[src/design/mpsm_pkg.sv]
// Shared types and constants for the multi-pattern string matcher.
package mpsm_pkg;

  localparam int NodeCount = 256;
  localparam int MaxDepth  = 32;
  localparam int ResultCap = 32;
  localparam int NodeW     = $clog2(NodeCount);
  localparam int UsedW     = $clog2(NodeCount + 1);
  localparam int DepthW    = $clog2(MaxDepth + 1);
  localparam int GuardW    = $clog2(MaxDepth + 2);
  localparam int CapW      = $clog2(ResultCap + 1);
  localparam int NodeRamW  = NodeW + 16 + 1 + 7 + DepthW;

  localparam logic [2:0] OpAdd   = 3'd0;
  localparam logic [2:0] OpEnd   = 3'd1;
  localparam logic [2:0] OpBuild = 3'd2;
  localparam logic [2:0] OpScan  = 3'd3;
  localparam logic [2:0] OpText  = 3'd4;

  localparam logic [1:0] StOk      = 2'd0;
  localparam logic [1:0] StFull    = 2'd1;
  localparam logic [1:0] StTooLong = 2'd2;
  localparam logic [1:0] StNoLinks = 2'd3;

  typedef struct packed {
    logic [2:0]  op;
    logic [15:0] code_unit;
  } in_item_t;

  typedef struct packed {
    logic        kind;
    logic [1:0]  status;
    logic [31:0] match_start;
    logic [6:0]  match_length;
    logic        last;
  } out_item_t;

  typedef struct packed {
    logic [NodeW-1:0]  parent;
    logic [15:0]       label;
    logic              terminal;
    logic [6:0]        byte_len;
    logic [DepthW-1:0] depth;
  } node_t;

  // controller -> datapath
  typedef struct packed {
    logic             scan_rd;     // read search node
    logic [NodeW-1:0] scan_addr;
    logic             info_rd;     // read node info
    logic [NodeW-1:0] info_addr;
    logic             fail_rd;
    logic [NodeW-1:0] fail_addr;
  } mpsm_cmd_t;

  typedef struct packed {
    node_t            scan_node;
    node_t            info_node;
    logic [NodeW-1:0] fail_data;
  } mpsm_sts_t;

  function automatic logic [1:0] unit_bytes(input logic [15:0] u);
    if (u <= 16'h007f) return 2'd1;
    if (u <= 16'h07ff) return 2'd2;
    return 2'd3;
  endfunction

endpackage

[src/design/mpsm_ctrl.sv]
// Sequencer of the matcher: insert, link build, scan and report beats.
module mpsm_ctrl
  import mpsm_pkg::*;
(
  input  logic             clk_i,
  input  logic             rst_ni,
  input  logic             in_valid_i,
  output logic             in_ready_o,
  input  in_item_t         in_data_i,
  output logic             out_valid_o,
  input  logic             out_ready_i,
  output out_item_t        out_data_o,
  output mpsm_cmd_t        cmd_o,
  input  mpsm_sts_t        sts_i,
  output logic             node_we_o,
  output logic [NodeW-1:0] node_waddr_o,
  output node_t            node_wdata_o,
  output logic             fail_we_o,
  output logic [NodeW-1:0] fail_waddr_o,
  output logic [NodeW-1:0] fail_wdata_o
);
  typedef enum logic [4:0] {
    S_IDLE, S_SRCH, S_SRCH_W, S_ADD_DO, S_END_RD, S_END_W,
    S_B_LVL, S_B_NODE, S_B_NODE_W, S_B_PFAIL, S_B_PFAIL_W, S_B_CHK, S_B_FAIL_W,
    S_S_CHK, S_S_FAIL_W, S_S_REP, S_S_REP_W, S_S_TFAIL_W, S_OUT, S_DRAIN
  } state_e;

  // which activity a child search serves
  typedef enum logic [1:0] { C_ADD, C_BUILD, C_SCAN } caller_e;

  state_e            state_q;
  caller_e           caller_q;
  in_item_t          item_q;
  logic [UsedW-1:0]  used_q;
  logic [NodeW-1:0]  cursor_q, scan_q, cur_q, back_q, srch_p_q, t_q, bn_q;
  logic [15:0]       srch_u_q;
  logic [6:0]        ibytes_q;
  logic [DepthW-1:0] idepth_q, lvl_q;
  logic [1:0]        ierr_q;
  logic              links_q;
  logic [31:0]       offset_q;
  logic [UsedW-1:0]  n_q;
  logic [NodeW-1:0]  found_q;
  logic              hit_q;
  logic [GuardW-1:0] guard_q;
  logic [CapW-1:0]   k_q;
  logic              have_q;
  out_item_t         pend_q, obuf_q;
  logic              oval_q;
  node_t             bnode_q;
  logic [1:0]        ulen;

  assign ulen        = unit_bytes(item_q.code_unit);
  assign in_ready_o  = (state_q == S_IDLE) && !oval_q;
  assign out_valid_o = oval_q;
  assign out_data_o  = obuf_q;

  // search visits node n_q; node read issued in S_SRCH, checked in S_SRCH_W
  always_comb begin
    cmd_o = '0;
    cmd_o.scan_rd   = (state_q == S_SRCH);
    cmd_o.scan_addr = n_q[NodeW-1:0];
    cmd_o.info_rd   = (state_q == S_B_NODE) || (state_q == S_S_REP) ||
                      (state_q == S_END_RD);
    cmd_o.info_addr = (state_q == S_S_REP) ? t_q :
                      (state_q == S_END_RD) ? cursor_q : n_q[NodeW-1:0];
    cmd_o.fail_rd   = (state_q == S_B_PFAIL) || (state_q == S_B_CHK) ||
                      (state_q == S_S_CHK) || (state_q == S_S_REP);
    cmd_o.fail_addr = (state_q == S_B_PFAIL) ? bnode_q.parent :
                      (state_q == S_B_CHK) ? back_q :
                      (state_q == S_S_REP) ? t_q : cur_q;
  end

  always_comb begin
    node_we_o          = (state_q == S_ADD_DO) && !hit_q && (used_q != UsedW'(NodeCount));
    node_waddr_o       = used_q[NodeW-1:0];
    node_wdata_o       = '0;
    node_wdata_o.parent = cursor_q;
    node_wdata_o.label  = item_q.code_unit;
    node_wdata_o.depth  = idepth_q + DepthW'(1);
    if (state_q == S_END_W) begin
      node_we_o            = 1'b1;
      node_waddr_o         = cursor_q;
      node_wdata_o         = sts_i.info_node;
      node_wdata_o.terminal = 1'b1;
      node_wdata_o.byte_len = ibytes_q;
    end
    fail_we_o    = 1'b0;
    fail_waddr_o = bn_q;
    fail_wdata_o = '0;
    if (state_q == S_ADD_DO) begin
      fail_we_o    = node_we_o;
      fail_waddr_o = used_q[NodeW-1:0];
    end else if (state_q == S_B_NODE_W && sts_i.info_node.depth == lvl_q &&
                 lvl_q == DepthW'(1) && n_q < used_q) begin
      fail_we_o    = 1'b1;
      fail_waddr_o = n_q[NodeW-1:0];
    end else if (state_q == S_B_CHK && (hit_q || back_q == '0 ||
                 guard_q == GuardW'(MaxDepth))) begin
      fail_we_o    = 1'b1;
      fail_wdata_o = hit_q ? found_q : '0;
    end
  end

  always_ff @(posedge clk_i or negedge rst_ni) begin
    if (!rst_ni) begin
      state_q  <= S_IDLE;
      caller_q <= C_ADD;
      item_q   <= '0;
      used_q   <= UsedW'(1);
      cursor_q <= '0;
      scan_q   <= '0;
      cur_q    <= '0;
      back_q   <= '0;
      srch_p_q <= '0;
      srch_u_q <= '0;
      t_q      <= '0;
      bn_q     <= '0;
      ibytes_q <= '0;
      idepth_q <= '0;
      lvl_q    <= '0;
      ierr_q   <= StOk;
      links_q  <= 1'b0;
      offset_q <= '0;
      n_q      <= '0;
      found_q  <= '0;
      hit_q    <= 1'b0;
      guard_q  <= '0;
      k_q      <= '0;
      have_q   <= 1'b0;
      pend_q   <= '0;
      obuf_q   <= '0;
      oval_q   <= 1'b0;
      bnode_q  <= '0;
    end else begin
      if (oval_q && out_ready_i) begin
        oval_q <= 1'b0;
      end
      case (state_q)
        S_IDLE: begin
          if (in_valid_i && in_ready_o) begin
            item_q <= in_data_i;
            pend_q <= '0;
            pend_q.last <= 1'b1;
            case (in_data_i.op)
              OpAdd: begin
                if (ierr_q != StOk) begin
                  pend_q.status <= ierr_q;
                  state_q <= S_OUT;
                end else if (idepth_q == DepthW'(MaxDepth)) begin
                  ierr_q <= StTooLong;
                  pend_q.status <= StTooLong;
                  state_q <= S_OUT;
                end else begin
                  caller_q <= C_ADD;
                  srch_p_q <= cursor_q;
                  srch_u_q <= in_data_i.code_unit;
                  n_q      <= UsedW'(1);
                  hit_q    <= 1'b0;
                  state_q  <= S_SRCH;
                end
              end
              OpEnd: begin
                pend_q.status <= ierr_q;
                if (ierr_q == StOk && cursor_q != '0) begin
                  state_q <= S_END_RD;
                end else begin
                  cursor_q <= '0;
                  ibytes_q <= '0;
                  idepth_q <= '0;
                  ierr_q   <= StOk;
                  state_q  <= S_OUT;
                end
              end
              OpBuild: begin
                lvl_q   <= DepthW'(1);
                n_q     <= UsedW'(1);
                state_q <= S_B_LVL;
              end
              OpScan: begin
                if (!links_q) begin
                  pend_q.status <= StNoLinks;
                  state_q <= S_OUT;
                end else begin
                  cur_q   <= scan_q;
                  guard_q <= '0;
                  state_q <= S_S_CHK;
                end
              end
              OpText: begin
                scan_q   <= '0;
                offset_q <= '0;
                state_q  <= S_OUT;
              end
              default: state_q <= S_OUT;
            endcase
          end
        end
        // linear child search: child of srch_p_q labelled srch_u_q
        S_SRCH: begin
          if (hit_q || n_q >= used_q) begin
            case (caller_q)
              C_ADD:   state_q <= S_ADD_DO;
              C_BUILD: state_q <= S_B_CHK;
              default: state_q <= S_S_CHK;
            endcase
          end else begin
            state_q <= S_SRCH_W;
          end
        end
        S_SRCH_W: begin
          if (sts_i.scan_node.parent == srch_p_q && sts_i.scan_node.label == srch_u_q) begin
            hit_q   <= 1'b1;
            found_q <= n_q[NodeW-1:0];
          end else begin
            n_q <= n_q + UsedW'(1);
          end
          state_q <= S_SRCH;
        end
        S_ADD_DO: begin
          if (hit_q) begin
            cursor_q <= found_q;
          end else if (used_q == UsedW'(NodeCount)) begin
            ierr_q <= StFull;
            pend_q.status <= StFull;
          end else begin
            cursor_q <= used_q[NodeW-1:0];
            used_q   <= used_q + UsedW'(1);
            links_q  <= 1'b0;
          end
          if (hit_q || used_q != UsedW'(NodeCount)) begin
            idepth_q <= idepth_q + DepthW'(1);
            ibytes_q <= ibytes_q + 7'(ulen);
          end
          state_q <= S_OUT;
        end
        S_END_RD: state_q <= S_END_W;
        S_END_W: begin
          cursor_q <= '0;
          ibytes_q <= '0;
          idepth_q <= '0;
          ierr_q   <= StOk;
          state_q  <= S_OUT;
        end
        // build: levels 1..MaxDepth, nodes in index order
        S_B_LVL: begin
          if (n_q >= used_q) begin
            if (lvl_q == DepthW'(MaxDepth)) begin
              links_q <= 1'b1;
              scan_q  <= '0;
              state_q <= S_OUT;
            end else begin
              lvl_q <= lvl_q + DepthW'(1);
              n_q   <= UsedW'(1);
            end
          end else begin
            state_q <= S_B_NODE;
          end
        end
        S_B_NODE: state_q <= S_B_NODE_W;
        S_B_NODE_W: begin
          bnode_q <= sts_i.info_node;
          bn_q    <= n_q[NodeW-1:0];
          if (sts_i.info_node.depth == lvl_q && lvl_q != DepthW'(1)) begin
            state_q <= S_B_PFAIL;
          end else begin
            n_q     <= n_q + UsedW'(1);
            state_q <= S_B_LVL;
          end
        end
        S_B_PFAIL: state_q <= S_B_PFAIL_W;
        S_B_PFAIL_W: begin
          back_q   <= sts_i.fail_data;
          guard_q  <= '0;
          caller_q <= C_BUILD;
          srch_p_q <= sts_i.fail_data;
          srch_u_q <= bnode_q.label;
          n_q      <= UsedW'(1);
          hit_q    <= 1'b0;
          state_q  <= S_SRCH;
        end
        // after search of back_q; fail write done combinationally when finished
        S_B_CHK: begin
          if (hit_q || back_q == '0 || guard_q == GuardW'(MaxDepth)) begin
            n_q     <= UsedW'(bn_q) + UsedW'(1);
            state_q <= S_B_LVL;
          end else begin
            state_q <= S_B_FAIL_W;
          end
        end
        S_B_FAIL_W: begin
          back_q   <= sts_i.fail_data;
          guard_q  <= guard_q + GuardW'(1);
          srch_p_q <= sts_i.fail_data;
          n_q      <= UsedW'(1);
          hit_q    <= 1'b0;
          state_q  <= S_SRCH;
        end
        // scan: hit_q/found_q hold search of cur_q when caller is scan
        S_S_CHK: begin
          if (caller_q != C_SCAN || srch_p_q != cur_q) begin
            caller_q <= C_SCAN;
            srch_p_q <= cur_q;
            srch_u_q <= item_q.code_unit;
            n_q      <= UsedW'(1);
            hit_q    <= 1'b0;
            state_q  <= S_SRCH;
          end else if (cur_q == '0 || hit_q || guard_q == GuardW'(MaxDepth + 1)) begin
            scan_q   <= hit_q ? found_q : '0;
            t_q      <= hit_q ? found_q : '0;
            caller_q <= C_ADD;
            guard_q  <= '0;
            k_q      <= '0;
            have_q   <= 1'b0;
            state_q  <= S_S_REP;
          end else begin
            state_q <= S_S_FAIL_W;
          end
        end
        S_S_FAIL_W: begin
          cur_q   <= sts_i.fail_data;
          guard_q <= guard_q + GuardW'(1);
          state_q <= S_S_CHK;
        end
        S_S_REP: begin
          if (t_q == '0 || guard_q == GuardW'(MaxDepth + 1)) begin
            offset_q <= offset_q + 32'(ulen);
            pend_q.last <= 1'b1;
            state_q <= S_OUT;
          end else begin
            state_q <= S_S_REP_W;
          end
        end
        S_S_REP_W: begin
          if (sts_i.info_node.terminal && k_q != CapW'(ResultCap)) begin
            if (have_q) begin
              obuf_q <= pend_q;
              oval_q <= 1'b1;
            end
            have_q <= 1'b1;
            k_q    <= k_q + CapW'(1);
            pend_q.kind         <= 1'b1;
            pend_q.status       <= StOk;
            pend_q.match_start  <= offset_q + 32'(ulen) - 32'(sts_i.info_node.byte_len);
            pend_q.match_length <= sts_i.info_node.byte_len;
            pend_q.last         <= 1'b0;
          end
          t_q     <= sts_i.fail_data;
          guard_q <= guard_q + GuardW'(1);
          state_q <= have_q && sts_i.info_node.terminal && k_q != CapW'(ResultCap) ?
                     S_S_TFAIL_W : S_S_REP;
        end
        S_S_TFAIL_W: begin
          if (!oval_q || out_ready_i) begin
            state_q <= S_S_REP;
          end
        end
        S_OUT: begin
          if (!oval_q || out_ready_i) begin
            obuf_q  <= pend_q;
            oval_q  <= 1'b1;
            state_q <= S_DRAIN;
          end
        end
        S_DRAIN: begin
          state_q <= S_IDLE;
        end
        default: state_q <= S_IDLE;
      endcase
    end
  end
endmodule

[config.mk]
export PLATFORM = sky130hd
export DESIGN_NAME = mpsm_ctrl
export DESIGN_NICKNAME = d
export VERILOG_FILES = /design/src/design/mpsm_pkg.sv /design/src/design/mpsm_ctrl.sv
export SDC_FILE = /design/constraint.sdc
export NUM_CORES = 1
export LEC_CHECK = 0
export ABC_AREA = 1
export BUFFER_PORTS_ARGS = -buffer_cell sky130_fd_sc_hd__buf_4
export CAP_MARGIN = 10
export CORE_UTILIZATION = 38
export DETAILED_ROUTE_END_ITERATION = 8
export GPL_TIMING_DRIVEN = 0
export RECOVER_POWER = 100
export REMOVE_ABC_BUFFERS = 1
export SLEW_MARGIN = 30
export SYNTH_ARGS = -nofsm -noshare
export SYNTH_HDL_FRONTEND = slang
export SYNTH_SLANG_ARGS = --single-unit
export TNS_END_PERCENT = 50
[constraint.sdc]
create_clock -name clk_i -period 4.7 [get_ports clk_i]
set_clock_uncertainty 0.05 [all_clocks]
set_input_delay 0.94 -clock clk_i [delete_from_list [all_inputs] [get_ports clk_i]]
set_output_delay 0.94 -clock clk_i [all_outputs]
set_load 0.02 [all_outputs]
After elaboration in Yosys (flattened, before gate mapping)
Index checks and enable logic that the tools add are counted.

cells by class
  order comparisons = 4
  add/sub/neg operators = 10
  mux-type cells = 162
  bitwise logic cells = 2
  equality and inequality tests = 75
  reduce and logical (&&, ||, !) cells = 84

operators by type and width
  operator              number
  $mux W8               31
  $mux W43              5
  $mux W32              3
  $pmux W43 S2          1
  $mux W6               14
  $mux W9               9
  $mux W16              5
  $pmux W5 S16          1
  $pmux W39 S2          1
  $pmux W8 S3           3
  $pmux W32 S2          1
  $pmux W9 S7           1
  $mux W5               11
  $pmux W16 S3          1
  $eq A5 B4 Y1 const B  8
  $mux W2               20
  $mux W38              1
  $ne A2 B2 Y1 const B  18
  $add A32 B2 Y32       1
  $pmux W8 S2           2
  $sub A32 B7 Y32       1
  $mux W7               4
  $mux W1               26
  $reduce_and A5 Y1     5
  64 further kinds      164

storage, ports and cells
  register bits = 300
  output and inout bits = 136
  input port bits = 107

Longest topological paths before layout
  word-level depth = 9
  depth in mapped cells = 25
  mapped depth without buffers = 25

Worst setup path after synthesis
No wires, ideal clock.

  kind = reg2reg
  start = register item_q[15] (netlist name)
  end = register pend_q[35] (netlist name)
  path buffers = 0
  period minus slack after synthesis = 3.628 ns
  library setup time = 0.119 ns
  setup slack = 1.072 ns
  cell stages (with the launch flop) = 25
  arrival = 3.458 ns
  cells stage by stage = dfrtp_1 > inv_1 > nand3_1 > nor3_1 > nand2_1 > nand2_1 > ha_1 > fa_1 > nand3_1 > nor2_1 > xor2_1 > inv_1 > ha_1 > nand2_1 > inv_1 > nand2_1 > nand2_1 > a21oi_1 > nand3_2 > nor2_2 > nand2_1 > nor2_4 > nand2_1 > nor2_1 > o21ai_2

on the way
  word-level cells in the longest chain between the ends = 9
  elaborated cells on any way between the ends = 12

ends and longest elaborated chain
  element                 line              text
  start, declared         mpsm_ctrl.sv:33   in_item_t item_q;
  start signal, assigned  mpsm_ctrl.sv:142  item_q <= in_data_i;
  $le A16 B11 Y1          mpsm_pkg.sv:64    if (u <= 16'h07ff) return 2'd2;
  $mux W1 (2 in a row)    mpsm_pkg.sv:64
  $mux W2                 mpsm_pkg.sv:65    return 2'd3;
  $mux W2 *               mpsm_pkg.sv:64
  $add A32 B2 Y32 *       mpsm_ctrl.sv:344  pend_q.match_start <= offset_q + 32'(ulen) - 32'(sts_i.info_node.byte_len);
  $sub A32 B7 Y32 *       mpsm_ctrl.sv:344
  $mux W43 *              mpsm_ctrl.sv:335  if (sts_i.info_node.terminal && k_q != CapW'(ResultCap)) begin
  $pmux W39 S2 *          mpsm_ctrl.sv:139  case (state_q)
  end, declared           mpsm_ctrl.sv:48   out_item_t pend_q, obuf_q;

Every way passes the cells marked *; elsewhere a longest branch is shown, timed or not. The select of a mux whose other input is x is not followed.
A chain may end at the register's enable or synchronous reset.

==> reports/metrics.yaml <==
crit_path_start_kind: "register"
synth_cell_type_count: 52
antenna_left: 0
antenna_found_initial: 1
grt_first_pass_wirelength_um: 91100
first_global_vias: 16300
grtUsageTotal: 0.246
root_buffer: "clkbuf_16"
synth-seq-area-share: 0.426
slew_violations: 126
syn_inst: 2388
worstMarginPinSlew_ns: 2.73
cpPeakStageDelay_ns: 0.89
mostFrequentLayoutCell: "nand2_1"
rsz0062_at_grt: "false"
cp.arrival_ns: 3.52
outcome: "finished, violations left"
gp_congestion: 0.922
cts.sinks: 300
async_reset_ff_frac: 1.00
overflow: 0
final_hold_viol_count: 0
wire_per_inst_um: 18.1
io_buffers: 228
fmax_mhz: 222
fill_cells: 4748
hp-class: "input pin to async pin"
fin_crit_sh: 0.959
pwr-share-clk: 0.261
crit_top_cell: "nand2_1"
ys_warn_count: 0
fin_ws_ns: 0.194
slew_headroom: -0.839
rr_startpoint: "state_q[0]"
comb_power_share: 0.401
fin_area_mm2: 0.0206
final_util: 0.452
final_nets: 2727
cp_max_fo: 26
synth_seq_cells: 300
multiInputGateArea_mm2: 0.00854
placed_area_mm2: 0.0200
dieArea_mm2: 0.0473
cp_slowest_cell: "nor2_2"
grt_max_degree: 80
holdWs_ns: 0.274
pre_cts_ws_ns: -0.397
core_area_mm2: 0.0456
die_w_um: 217
crit_type: "register to primary output"
ir_worst_vdd_uv: 264
p_int_mw: 6.57
remaining_drc_errors: 0
syn_avg_cell_area_um2: 7.39
drt_iter0_drc: 1560
layout_common_cells: "nand2_1 (629), dfrtp_1 (298), inv_1 (294), o21ai_0 (272), nor2_1 (212)"
synth_edf_count: 0
finalSetupViolCount: 0
timing.rr.end: "n_q[0]"
rows: 78
p_sw_mw: 4.91
drtPass1Iterations: 5
syn_area_mm2: 0.0176
drive_gt1_frac: 0.0916
pin_count: 243
r2r_cells: 11
cts_buffer_depth: 3
area_growth_pct: 16.7
cp.required_ns: 3.71
worstPathCellList: "nand2_1 > inv_1 > nand2_1 > nor2_2 > nand2_1 > o211ai_1 > o21ai_0 > o21ai_0 > clkbuf_2"
finalWirelength_um: 58000
vias: 17000
p_seq_frac: 0.338
tns_ns: 0
rrSetupSlack_ns: 0.29
powerDensity_mw_per_mm2: 558
cts_tree: "yes"
maxCapViolCount: 4
initial_core_util: 0.387
die_y_um: 217
clk_latency_ns: 0.56
seq_area_mm2: 0.00751
violations: "capacitance limit, slew limit"
dp_hpwl_um: 43800
period_needed_ns: 4.51
numCtsBuffers: 37
switching_share: 0.428
p_leak_nw: 9.71
synth_ff_type: "dfrtp_1"
via_per_inst: 5.29
clkTransAtPathRegs_ns: 0.06
htreeDepth: 2
end_kind: "primary output"
==> synthesized netlist by cell type (3+ instances only) <==
| cell type | number | share of area |
|---|---|---|
| o31ai_1 | 8 | 0.0034 |
| nor2_4 | 7 | 0.0045 |
| xnor2_1 | 18 | 0.0089 |
| nand2_1 | 626 | 0.13 |
| nand3b_1 | 11 | 0.0047 |
| inv_2 | 9 | 0.0019 |
| nor3_1 | 32 | 0.0091 |
| inv_1 | 291 | 0.062 |
| xor2_1 | 48 | 0.024 |
| buf_1 | 4 | 0.00085 |
| o22ai_1 | 62 | 0.022 |
| a21oi_1 | 68 | 0.019 |
| nand2_2 | 10 | 0.0035 |
| a221oi_1 | 6 | 0.0030 |
| or2_2 | 8 | 0.0028 |
| o21ai_0 | 260 | 0.074 |
| nor2_1 | 209 | 0.044 |
| buf_4 | 18 | 0.0077 |
| fa_1 | 3 | 0.0034 |
| clkbuf_1 | 42 | 0.0089 |
| nand3_1 | 127 | 0.036 |
| o21ai_2 | 4 | 0.0020 |
| o21ai_1 | 17 | 0.0048 |
| mux2_2 | 9 | 0.0057 |
| clkinv_1 | 8 | 0.0017 |
| o221ai_1 | 11 | 0.0055 |
| dfrtp_1 | 299 | 0.42 |
| nor4_1 | 6 | 0.0021 |
| a31oi_1 | 15 | 0.0053 |
| o211ai_1 | 14 | 0.0060 |
| ha_1 | 33 | 0.023 |
| nor3b_1 | 5 | 0.0021 |
| buf_2 | 21 | 0.0060 |
| nor2_2 | 14 | 0.0050 |
| nand4_1 | 42 | 0.015 |
==> power by group through the flow <==
stage	Clock (mW)	Sequential [mW]	Combinational [mW]
finish	2.99	3.89	4.60
global route	3.18	3.98	5.14
CTS	3.06	3.89	5.02
detailed placement	0	3.92	4.98
global placement	0	3.90	4.82
floorplan	0	3.99	2.91
==> cells by family (layout without fill, tap and decap cells) <==
family,Yosys count,after routing,share of synthesized area
AOI/OAI and AO/OA,471,471,0.148
other,0,1,0
buffers and inverters,394,613,0.0892
and+or+nand+nor,1112,1113,0.272
xor gates and xnor gates,66,66,0.0328
muxes,9,9,0.00574
DFF,300,300,0.426
adders and majority gates,36,36,0.0268
==> per-layer routing <==
layer	track usage	up-vias	share of wire
met5	0	-	0
li1	-	8200	-
met3	0.0409	95	0.066
met2	0.375	595	0.43
met4	0.0847	0	0.029
met1	0.353	8086	0.47
==> through the flow <==
| step | total power, mW | instances |
|---|---|---|
| floorplan | 6.90 | 2303 |
| global placement | 8.71 | 3131 |
| detailed placement | 8.90 | 3141 |
| CTS | 12.0 | 3206 |
| global route | 12.3 | 3209 |
| finish | 11.5 | 3209 |
==> state kept, by name, indices dropped and copies added, names as in the netlist, 2 cells and up <==
register	flops
cur_q	8
ibytes_q	7
scan_q	8
bnode_q	24
out_data_o	43
srch_p_q	8
state_q	5
item_q	16
back_q	8
used_q	9
idepth_q	6
k_q	6
bn_q	8
srch_u_q	16
lvl_q	6
cursor_q	8
offset_q	32
pend_q	43
caller_q	2
found_q	8
guard_q	6
n_q	9
ierr_q	2
t_q	8
==> worst max-delay path, delay by kind of cell, from the launching register on <==
kind	cells	cell delay, ns
buffers and inverters	2	0.35
AND/OR/NAND/NOR	4	1.41
flip-flops	1	0.48
AO/OA/AOI/OAI	3	0.70
==> layout make-up <==
cell class	count	area share
timing repair buffer	241	0.0656
inverter	309	0.0566
clock buffer	50	0.0528
tap	600	0.0365
antenna	1	0.000122
clock inverter	13	0.00845
sequential	300	0.365
multi-input combinational	1695	0.415
==> how the worst max path moves through the flow <==
stage	from	end	slack, ns
after floorplan	state_q[3]	node_wdata_o[10]	-0.61
after global placement	state_q[1]	fail_waddr_o[1]	-3.13
after detailed placement	item_q[11]	pend_q[31]	-0.40
after CTS	state_q[1]	fail_waddr_o[3]	0.13
after global routing	state_q[0]	n_q[6]	0.02
final	state_q[1]	cmd_o[5]	0.19
==> what timing repair did <==
| item | in CTS | in global routing |
|---|---|---|
| resized for setup | 4 | 7 |
| hold buffers | 0 | 0 |
| gates cloned | 1 | 0 |
| setup buffers | 1 | 2 |
| setup endpoints to repair | 27 | 19 |
| pin swaps | 2 | 2 |
Power figures use the tool's default switching activity.
